==> config.mk <==
export PLATFORM = sky130hd
export DESIGN_NAME = multipath_transport_selector
export DESIGN_NICKNAME = d
export VERILOG_FILES = /design/src/rtl/mts_pkg.sv /design/src/rtl/mts_cell.sv /design/src/rtl/multipath_transport_selector.sv
export SDC_FILE = /design/constraint.sdc
export NUM_CORES = 2
export LEC_CHECK = 0
export BUFFER_PORTS_ARGS = -buffer_cell sky130_fd_sc_hd__buf_2
export CELL_PAD_IN_SITES_DETAIL_PLACEMENT = 1
export CELL_PAD_IN_SITES_GLOBAL_PLACEMENT = 2
export CORE_MARGIN = 3
export CORE_UTILIZATION = 41
export CTS_CLUSTER_DIAMETER = 50
export CTS_CLUSTER_SIZE = 40
export DETAILED_ROUTE_END_ITERATION = 10
export GPL_TIMING_DRIVEN = 1
export PLACE_DENSITY = 0.81
export SLEW_MARGIN = 30
export SYNTH_ARGS = -nofsm -noshare
export SYNTH_HDL_FRONTEND = slang
export SYNTH_HIERARCHICAL = 1
export SYNTH_SLANG_ARGS = --single-unit
==> constraint.sdc <==
create_clock -name clock -period 5.4 [get_ports clock]
set_input_delay 1.08 -clock clock [delete_from_list [all_inputs] [get_ports clock]]
set_output_delay 1.08 -clock clock [all_outputs]
set_load 0.1 [all_outputs]
==> src/rtl/mts_pkg.sv <==
// Shared types and constants of the multipath transport selector.
package mts_pkg;

   // Request kinds carried in req_type
   localparam logic [1:0] REQ_HEARD  = 2'd0;
   localparam logic [1:0] REQ_UP     = 2'd1;
   localparam logic [1:0] REQ_DOWN   = 2'd2;
   localparam logic [1:0] REQ_CHOOSE = 2'd3;

   // Notice kinds carried in notice_kind
   localparam logic [1:0] NOTICE_NONE        = 2'd0;
   localparam logic [1:0] NOTICE_AVAILABLE   = 2'd1;
   localparam logic [1:0] NOTICE_UNREACHABLE = 2'd2;

   // Configuration register indexes
   localparam logic CSR_PATH_COUNT = 1'b0;
   localparam logic CSR_PRIMARY    = 1'b1;

   localparam int PATH_BITS  = 3;
   localparam int COUNT_BITS = 4;
   localparam int ERROR_BITS = 16;
   localparam int STAMP_BITS = 32;

   typedef struct packed {
      logic [1:0]            req_type;
      logic [PATH_BITS-1:0]  path_index;
      logic [STAMP_BITS-1:0] timestamp;
      logic [ERROR_BITS-1:0] error_code;
   } req_item_type;

   typedef struct packed {
      logic [PATH_BITS-1:0]  tx_path;
      logic [PATH_BITS-1:0]  rtx_path;
      logic [PATH_BITS-1:0]  shutdown_path;
      logic [1:0]            notice_kind;
      logic [ERROR_BITS-1:0] notice_error;
   } rsp_item_type;

   // Table update broadcast to every cell
   typedef struct packed {
      logic                 en;
      logic [PATH_BITS-1:0] idx;
      logic                 set_time;
      logic                 set_act;
      logic                 act;
   } wr_ctl_type;

   // Running picks handed from cell to cell (times travel beside it)
   typedef struct packed {
      logic                 have1;
      logic [PATH_BITS-1:0] first;
      logic                 have2;
      logic [PATH_BITS-1:0] second;
      logic                 found_after;
      logic [PATH_BITS-1:0] idx_after;
      logic                 found_wrap;
      logic [PATH_BITS-1:0] idx_wrap;
   } chain_ctl_type;

   typedef enum logic [1:0] {
      ST_IDLE,
      ST_SCAN,
      ST_FINISH
   } state_type;

endpackage

==> src/rtl/mts_cell.sv <==
// One path cell: holds the path's flag and last-heard time and refines the running picks.
module mts_cell #(
   parameter int TIME_BITS  = 32,
   parameter int CELL_INDEX = 0
) (
   input  logic                                       clock,
   input  logic                                       reset,
   input  mts_pkg::wr_ctl_type                        wr,
   input  logic [TIME_BITS-1:0]                       wr_time,
   input  logic [mts_pkg::COUNT_BITS-1:0]             path_n,
   input  logic [mts_pkg::PATH_BITS-1:0]              start,
   input  mts_pkg::chain_ctl_type                     in_ctl,
   input  logic [TIME_BITS-1:0]                       in_t1,
   input  logic [TIME_BITS-1:0]                       in_t2,
   output mts_pkg::chain_ctl_type                     out_ctl,
   output logic [TIME_BITS-1:0]                       out_t1,
   output logic [TIME_BITS-1:0]                       out_t2,
   output logic                                       active_out
);

   localparam logic [mts_pkg::PATH_BITS-1:0] MY_IDX = mts_pkg::PATH_BITS'(CELL_INDEX);

   logic                   active_ff;
   logic [TIME_BITS-1:0]   time_ff;
   mts_pkg::chain_ctl_type ctl_ff, ctl_in;
   logic [TIME_BITS-1:0]   t1_ff, t1_in, t2_ff, t2_in;
   logic                   live;
   logic                   hit;

   assign hit  = wr.en && (wr.idx == MY_IDX);
   assign live = active_ff && ({1'b0, MY_IDX} < path_n);

   always_ff @(posedge clock) begin
      if (reset) begin
         active_ff <= 1'b1;
         time_ff   <= '0;
      end else if (hit) begin
         if (wr.set_act) begin
            active_ff <= wr.act;
         end
         if (wr.set_time) begin
            time_ff <= wr_time;
         end
      end
   end

   always_comb begin
      ctl_in = in_ctl;
      t1_in  = in_t1;
      t2_in  = in_t2;
      if (live) begin
         // best-two ranking, ties keep the lower index
         if (!in_ctl.have1 || (time_ff > in_t1)) begin
            ctl_in.second = in_ctl.first;
            ctl_in.have2  = in_ctl.have1;
            t2_in         = in_t1;
            ctl_in.first  = MY_IDX;
            ctl_in.have1  = 1'b1;
            t1_in         = time_ff;
         end else if (!in_ctl.have2 || (time_ff > in_t2)) begin
            ctl_in.second = MY_IDX;
            ctl_in.have2  = 1'b1;
            t2_in         = time_ff;
         end
         // round-robin search: first active after start, else first up to start
         if ((MY_IDX > start) && !in_ctl.found_after) begin
            ctl_in.found_after = 1'b1;
            ctl_in.idx_after   = MY_IDX;
         end
         if ((MY_IDX <= start) && !in_ctl.found_wrap) begin
            ctl_in.found_wrap = 1'b1;
            ctl_in.idx_wrap   = MY_IDX;
         end
      end
   end

   always_ff @(posedge clock) begin
      if (reset) begin
         ctl_ff <= '0;
      end else begin
         ctl_ff <= ctl_in;
      end
      t1_ff <= t1_in;
      t2_ff <= t2_in;
   end

   assign out_ctl    = ctl_ff;
   assign out_t1     = t1_ff;
   assign out_t2     = t2_ff;
   assign active_out = active_ff;

endmodule

==> src/rtl/multipath_transport_selector.sv <==
// Top level of the multipath transport selector: request control, path cell row and result register.
//
// Usage:
//   req_* carries one request (heard, path up, path down, choose shutdown path); it is
//   taken at a clock edge with req_valid high and req_stall low. Every request yields
//   exactly one response on rsp_*, taken at an edge with rsp_valid high and rsp_stall low.
//   csr_* writes path_count (index 0) and primary_index (index 1); write only while idle.
// Timing:
//   the path table lives in a row of min(MAX_PATHS, 8) cells. After a request is taken
//   the running picks ripple one cell per cycle, and its response is registered once the
//   last cell holds picks built from the updated table; one request is in work at a time.
//   The response register lets a new request be taken while the previous response
//   still waits on rsp_stall.
// Reset:
//   synchronous and active high; all paths active, all last-heard times zero, active,
//   retransmit and last shutdown path 0, path_count 1, primary_index 0, no response.
// Stall:
//   a stalled response holds its payload; a finished request waits in its final state
//   until the response register frees, and req_stall stays high meanwhile.
module multipath_transport_selector #(
   parameter int MAX_PATHS = 8,
   parameter int TIME_BITS = 32
) (
   input  logic                  clock,
   input  logic                  reset,
   input  logic                  req_valid,
   output logic                  req_stall,
   input  mts_pkg::req_item_type req_data,
   output logic                  rsp_valid,
   input  logic                  rsp_stall,
   output mts_pkg::rsp_item_type rsp_data,
   input  logic                  csr_wr_en,
   input  logic                  csr_index,
   input  logic [3:0]            csr_wdata
);

   localparam int PATH_LIMIT = (MAX_PATHS < 8) ? MAX_PATHS : 8;
   localparam int CNT_BITS   = (PATH_LIMIT > 1) ? $clog2(PATH_LIMIT) : 1;
   localparam int PB         = mts_pkg::PATH_BITS;
   localparam int CB         = mts_pkg::COUNT_BITS;

   // configuration
   logic [CB-1:0] path_count_ff;
   logic [PB-1:0] primary_ff;

   // selection state
   logic [PB-1:0] cur_active_ff, cur_active_in;
   logic [PB-1:0] cur_retran_ff, cur_retran_in;
   logic [PB-1:0] last_shut_ff, last_shut_in;
   logic          shut_sent_ff, shut_sent_in;

   // request in work
   mts_pkg::state_type    state_ff, state_in;
   logic [CNT_BITS-1:0]   cnt_ff, cnt_in;
   logic [1:0]            kind_ff;
   logic [15:0]           err_ff;
   logic                  in_range_ff;

   // response register
   logic                  rsp_valid_ff, rsp_valid_in;
   mts_pkg::rsp_item_type rsp_ff, rsp_in;

   logic                  accept;
   logic                  load_rsp;
   logic [CB-1:0]         n_eff;
   logic [PB-1:0]         prim;
   logic [PB-1:0]         start;
   logic [PB-1:0]         start_next;
   logic                  req_in_range;
   logic [TIME_BITS+31:0] ts_wide;
   logic [TIME_BITS-1:0]  ts_cut;
   mts_pkg::wr_ctl_type   wr;

   mts_pkg::chain_ctl_type chain_ctl [0:PATH_LIMIT];
   logic [TIME_BITS-1:0]   chain_t1  [0:PATH_LIMIT];
   logic [TIME_BITS-1:0]   chain_t2  [0:PATH_LIMIT];
   logic                   cell_act  [0:PATH_LIMIT-1];
   logic [7:0]             act_all;

   // effective path count, primary and round-robin start
   always_comb begin
      if (path_count_ff == '0) begin
         n_eff = CB'(1);
      end else if (path_count_ff > CB'(PATH_LIMIT)) begin
         n_eff = CB'(PATH_LIMIT);
      end else begin
         n_eff = path_count_ff;
      end
      prim  = ({1'b0, primary_ff} < n_eff) ? primary_ff : PB'(n_eff - CB'(1));
      start = ({1'b0, last_shut_ff} < n_eff) ? last_shut_ff : PB'(n_eff - CB'(1));
      start_next = (({1'b0, start} + CB'(1)) == n_eff) ? '0 : PB'(start + PB'(1));
   end

   assign req_in_range = ({1'b0, req_data.path_index} < n_eff);
   assign accept       = req_valid && !req_stall;
   assign req_stall    = (state_ff != mts_pkg::ST_IDLE);

   // fit the timestamp to the stored time width
   assign ts_wide = {{TIME_BITS{1'b0}}, req_data.timestamp};
   assign ts_cut  = ts_wide[TIME_BITS-1:0];

   // write the table entry on the accepting edge; choose requests leave it alone
   always_comb begin
      wr.en       = accept && (req_data.req_type != mts_pkg::REQ_CHOOSE) && req_in_range;
      wr.idx      = req_data.path_index;
      wr.set_time = (req_data.req_type == mts_pkg::REQ_HEARD);
      wr.set_act  = (req_data.req_type == mts_pkg::REQ_UP) ||
                    (req_data.req_type == mts_pkg::REQ_DOWN);
      wr.act      = (req_data.req_type == mts_pkg::REQ_UP);
   end

   // configuration writes
   always_ff @(posedge clock) begin
      if (reset) begin
         path_count_ff <= CB'(1);
         primary_ff    <= '0;
      end else if (csr_wr_en) begin
         unique case (csr_index)
            mts_pkg::CSR_PATH_COUNT: path_count_ff <= csr_wdata;
            mts_pkg::CSR_PRIMARY:    primary_ff    <= csr_wdata[PB-1:0];
            default: ;
         endcase
      end
   end

   // cell row: an empty pick enters at the left, results leave at the right
   assign chain_ctl[0] = '0;
   assign chain_t1[0]  = '0;
   assign chain_t2[0]  = '0;

   for (genvar i = 0; i < PATH_LIMIT; i++) begin : g_cell
      mts_cell #(
         .TIME_BITS  (TIME_BITS),
         .CELL_INDEX (i)
      ) u_cell (
         .clock      (clock),
         .reset      (reset),
         .wr         (wr),
         .wr_time    (ts_cut),
         .path_n     (n_eff),
         .start      (start),
         .in_ctl     (chain_ctl[i]),
         .in_t1      (chain_t1[i]),
         .in_t2      (chain_t2[i]),
         .out_ctl    (chain_ctl[i+1]),
         .out_t1     (chain_t1[i+1]),
         .out_t2     (chain_t2[i+1]),
         .active_out (cell_act[i])
      );
   end

   always_comb begin
      act_all = '0;
      for (int i = 0; i < PATH_LIMIT; i++) begin
         act_all[i] = cell_act[i];
      end
   end

   // request sequencing
   always_ff @(posedge clock) begin
      if (reset) begin
         state_ff      <= mts_pkg::ST_IDLE;
         cnt_ff        <= '0;
         cur_active_ff <= '0;
         cur_retran_ff <= '0;
         last_shut_ff  <= '0;
         shut_sent_ff  <= 1'b0;
         rsp_valid_ff  <= 1'b0;
      end else begin
         state_ff      <= state_in;
         cnt_ff        <= cnt_in;
         cur_active_ff <= cur_active_in;
         cur_retran_ff <= cur_retran_in;
         last_shut_ff  <= last_shut_in;
         shut_sent_ff  <= shut_sent_in;
         rsp_valid_ff  <= rsp_valid_in;
      end
      if (accept) begin
         kind_ff     <= req_data.req_type;
         err_ff      <= req_data.error_code;
         in_range_ff <= req_in_range;
      end
      if (load_rsp) begin
         rsp_ff <= rsp_in;
      end
   end

   always_comb begin
      mts_pkg::chain_ctl_type fin;
      logic                   have1;
      logic                   have2;
      logic [PB-1:0]          first;
      logic [PB-1:0]          second;
      logic                   upd;
      logic [PB-1:0]          pick;

      state_in      = state_ff;
      cnt_in        = cnt_ff;
      cur_active_in = cur_active_ff;
      cur_retran_in = cur_retran_ff;
      last_shut_in  = last_shut_ff;
      shut_sent_in  = shut_sent_ff;
      load_rsp      = 1'b0;
      rsp_valid_in  = rsp_valid_ff && rsp_stall;

      // final path picks from the right end of the row
      fin    = chain_ctl[PATH_LIMIT];
      have1  = fin.have1;
      have2  = fin.have2;
      first  = fin.first;
      second = fin.second;
      if (act_all[prim] && (!have1 || (first != prim))) begin
         second = first;
         have2  = have1;
         first  = prim;
         have1  = 1'b1;
      end
      if (!have1) begin
         first  = prim;
         second = prim;
         have2  = 1'b1;
      end
      if (!have2) begin
         second = first;
      end

      // shutdown pick: active path if none sent, else after start, else wrapped, else start_next
      if (!shut_sent_ff) begin
         pick = cur_active_ff;
      end else if (fin.found_after) begin
         pick = fin.idx_after;
      end else if (fin.found_wrap) begin
         pick = fin.idx_wrap;
      end else begin
         pick = start_next;
      end

      upd = in_range_ff && ((kind_ff == mts_pkg::REQ_UP) || (kind_ff == mts_pkg::REQ_DOWN));

      rsp_in.tx_path       = upd ? first : cur_active_ff;
      rsp_in.rtx_path      = upd ? second : cur_retran_ff;
      rsp_in.shutdown_path = (kind_ff == mts_pkg::REQ_CHOOSE) ? pick : '0;
      rsp_in.notice_kind   = !upd ? mts_pkg::NOTICE_NONE :
                             (kind_ff == mts_pkg::REQ_UP) ? mts_pkg::NOTICE_AVAILABLE :
                                                            mts_pkg::NOTICE_UNREACHABLE;
      rsp_in.notice_error  = upd ? err_ff : '0;

      unique case (state_ff)
         mts_pkg::ST_IDLE: begin
            if (accept) begin
               cnt_in   = '0;
               state_in = mts_pkg::ST_SCAN;
            end
         end
         mts_pkg::ST_SCAN: begin
            // advance until the last cell holds picks built from the updated table
            cnt_in = CNT_BITS'(cnt_ff + CNT_BITS'(1));
            if (cnt_ff == CNT_BITS'(PATH_LIMIT - 1)) begin
               state_in = mts_pkg::ST_FINISH;
            end
         end
         mts_pkg::ST_FINISH: begin
            // hold until the response register is free
            if (!rsp_valid_ff || !rsp_stall) begin
               load_rsp      = 1'b1;
               rsp_valid_in  = 1'b1;
               cur_active_in = rsp_in.tx_path;
               cur_retran_in = rsp_in.rtx_path;
               if (kind_ff == mts_pkg::REQ_CHOOSE) begin
                  last_shut_in = pick;
                  shut_sent_in = 1'b1;
               end
               state_in = mts_pkg::ST_IDLE;
            end
         end
         default: state_in = mts_pkg::ST_IDLE;
      endcase
   end

   assign rsp_valid = rsp_valid_ff;
   assign rsp_data  = rsp_ff;

endmodule

==> summary.txt <==
Outcome
  • Outcome: completed

Cells and area
  • Area Growth Syn to Fin: 13.6%
  • NumNets Final: 6069
  • Layout cells sized above 1: 13.8%
  • Fill cell count: between 10000 and 15000
  • Register area: ~19000 um2
  • Cell area after layout: 54300 um2
  • Area of the multi-input gates: ~26000 um2

Worst hold path
  • Hold/Removal Path Class: flip-flop to flip-flop
  • Hold Startpoint: g_cell[3].u_cell/out_ctl[1]

Synthesis
  • Warnings from Yosys: 6
  • Cells after synthesis: 5318
  • Synthesized area: roughly 48000 um2
  • Mapped Avg Cell Area: approximately 9.0 um2

Clocking
  • CTS tree: yes
  • Number of buffers created by CTS: roughly 120
  • CTS Root Buffer Type: clkbuf_16
  • Post-CTS setup buffers: 0
  • CTS sink count: 909
  • Reg clk slew, reported paths: 0.07 ns
  • H-tree depth: 3
  • Max clock buf depth: 3
  • Post-cts sizing count: 0
  • Worst skew pair latency: roughly 0.70 ns
  • Post-CTS Hold Fix Bufs: 0

Place
  • Setup WS pre-CTS: between 1 and 1.5 ns
  • Detail Placement HPWL: 112 mm
  • Port Buffers: 91
  • RePlAce Congestion: about 0.86
  • Placed Area: between 40000 and 50000 um2

GRT
  • Initial antenna violation count: 3
  • Vias in the first global route: a little under 40000
  • Pin count of the biggest net entering global routing: 155
  • Grt total ovfl: 0
  • Total track usage: 24.2%
  • Global-route wire length before repair: roughly 230 mm

STA
  • Worst-Margin Slew: between 0.9 and 1 ns
  • Final min period: 4.09 ns
  • Setup TNS: 0 ns
  • Fin Hold WS: 0.425 ns
  • RSZ-0062 raised after global routing: false
  • FMAX: 245 MHz
  • Slew headroom: about a third
  • Fin. max-slew vios: 0
  • Final Hold Vio Count: 0
  • Clk_skew: around 0.019 ns
  • Final worst slack: 1.31 ns
  • Tcrit/Tclk final: between 70% and 80%
  • # setup viols final: 0

Floorplan
  • Starting Density: approximately two fifths
  • Die H: between 300 and 400 um
  • Core outline area: ~110000 um2
  • Ports: a little over 90
  • Die width: between 300 and 400 um
  • Std cell rows: 124
  • Full die area: roughly 120000 um2

Pwr
  • Total Power: approximately 19000 uW
  • Leakage: 0.0226 uW
  • Peak VDD IR: 0.000262 V
  • Cell Pwr Density: around 350 nW/um2

Flow run
  • Max-cap violations: 0

Critical path
  • Slowest stage delay, CP: approximately 0.48 ns
  • Reg2Reg Launch Point: path_count_ff[2]
  • Crit-path leading delay family: compound AO/OA/AOI/OAI gates
  • Type of the worst setup path: flip-flop to flip-flop
  • Worst Path Buf+Inv: 1
  • Critical path endpoint category: flip-flop
  • CP required: 5.86 ns
  • CP arrival: roughly 4.6 ns
  • Worst Setup SP: path_count_ff[2]
  • CP cell instances: o21ba_1 > nor2_1 > inv_1 > ha_1 > nor2b_1 > o211ai_1 > a31o_1 > a2111o_2 > o21ai_2 > mux2_4 > a21o_1 > a22o_1
  • Setup crit start kind: flip-flop
  • Worst path slowest cell: a2111o_2
  • CP Max Fanout: 12

Routing
  • DRT Pass-1 Iters: 5
  • ANT nets after route: 0
  • DRC: 0
  • Vias: around 39000
  • Avg WL per Cell: between 20 and 25 um
  • Final WL: between 100 and 150 mm
  • Initial DRC count: approximately 2100
  • Via density per instance: between 5 and 6
[layer usage]
layer	global-route usage, %	wire, um
met1	32.7	70800
met4	9.23	5600
met2	39.7	67300
met3	2.78	4760
met5	0	22
[power by group]
group          switching (uW)  total (uW)  internal (uW)  leakage, uW
Sequential                362        7710           7350      0.00753
Combinational            1730        2840           1110       0.0129
Clock                    3510        8560           5050      0.00212
Total                    5610       19100          13500       0.0226
[area by class of cell]
cell class / instances / area share (%)
clock inverter: 96 / 2.38
timing repair buffer: 150 / 1.72
multi-input combinational: 3743 / 48.5
inverter: 558 / 3.86
antenna: 1 / 0.00461
tap: 1512 / 3.48
sequential: 909 / 34.4
clock buffer: 129 / 5.69
[sequential cells by signal, summed over array words and instances (netlist names), 3 cells and up]
signal / cells
g_cell.u_cell/out_ctl: 128
cur_active_ff: 3
g_cell.u_cell/time_ff: 256
primary_ff: 3
last_shut_ff: 3
err_ff: 16
rsp_data: 27
g_cell.u_cell/out_t1: 224
path_count_ff: 4
cnt_ff: 3
g_cell.u_cell/out_t2: 224
g_cell.u_cell/active_out: 8
cur_retran_ff: 3
[final timing paths]
path,slack (ns),end,cells past startpoint
max,1.31,rsp_data[23],12
min,0.43,g_cell[4].u_cell/out_ctl[1],1
max reg2reg,1.31,rsp_data[23],12
min reg2reg,0.43,g_cell[4].u_cell/out_ctl[1],1
[layout by cell type (no fill, tap or decap), types with 36 or more instances in the layout]
| cell type | instances |
|---|---|
| and2_1 | 108 |
| mux2_4 | 60 |
| inv_1 | 558 |
| o21ai_0 | 98 |
| nor3_1 | 92 |
| a221o_1 | 77 |
| ha_1 | 526 |
| mux2_2 | 138 |
| a21oi_1 | 510 |
| nor2_1 | 164 |
| nand2_1 | 850 |
| edfxtp_1 | 46 |
| o221a_2 | 39 |
| nand3_1 | 227 |
| o221ai_2 | 95 |
| nand4_1 | 103 |
| a21o_1 | 36 |
| clkbuf_16 | 121 |
| buf_4 | 57 |
| conb_1 | 150 |
| buf_2 | 90 |
| dfxtp_1 | 863 |
[through the flow]
step           std cells  util [%]
6_report            7098      47.2
5_1_grt             7098      47.2
4_1_cts             7097      47.2
3_5_place_dp        6872      43.4
3_3_place_gp        6872      43.4
2_1_floorplan       5467         -
Note: power is estimated with default switching activity, not from simulation.
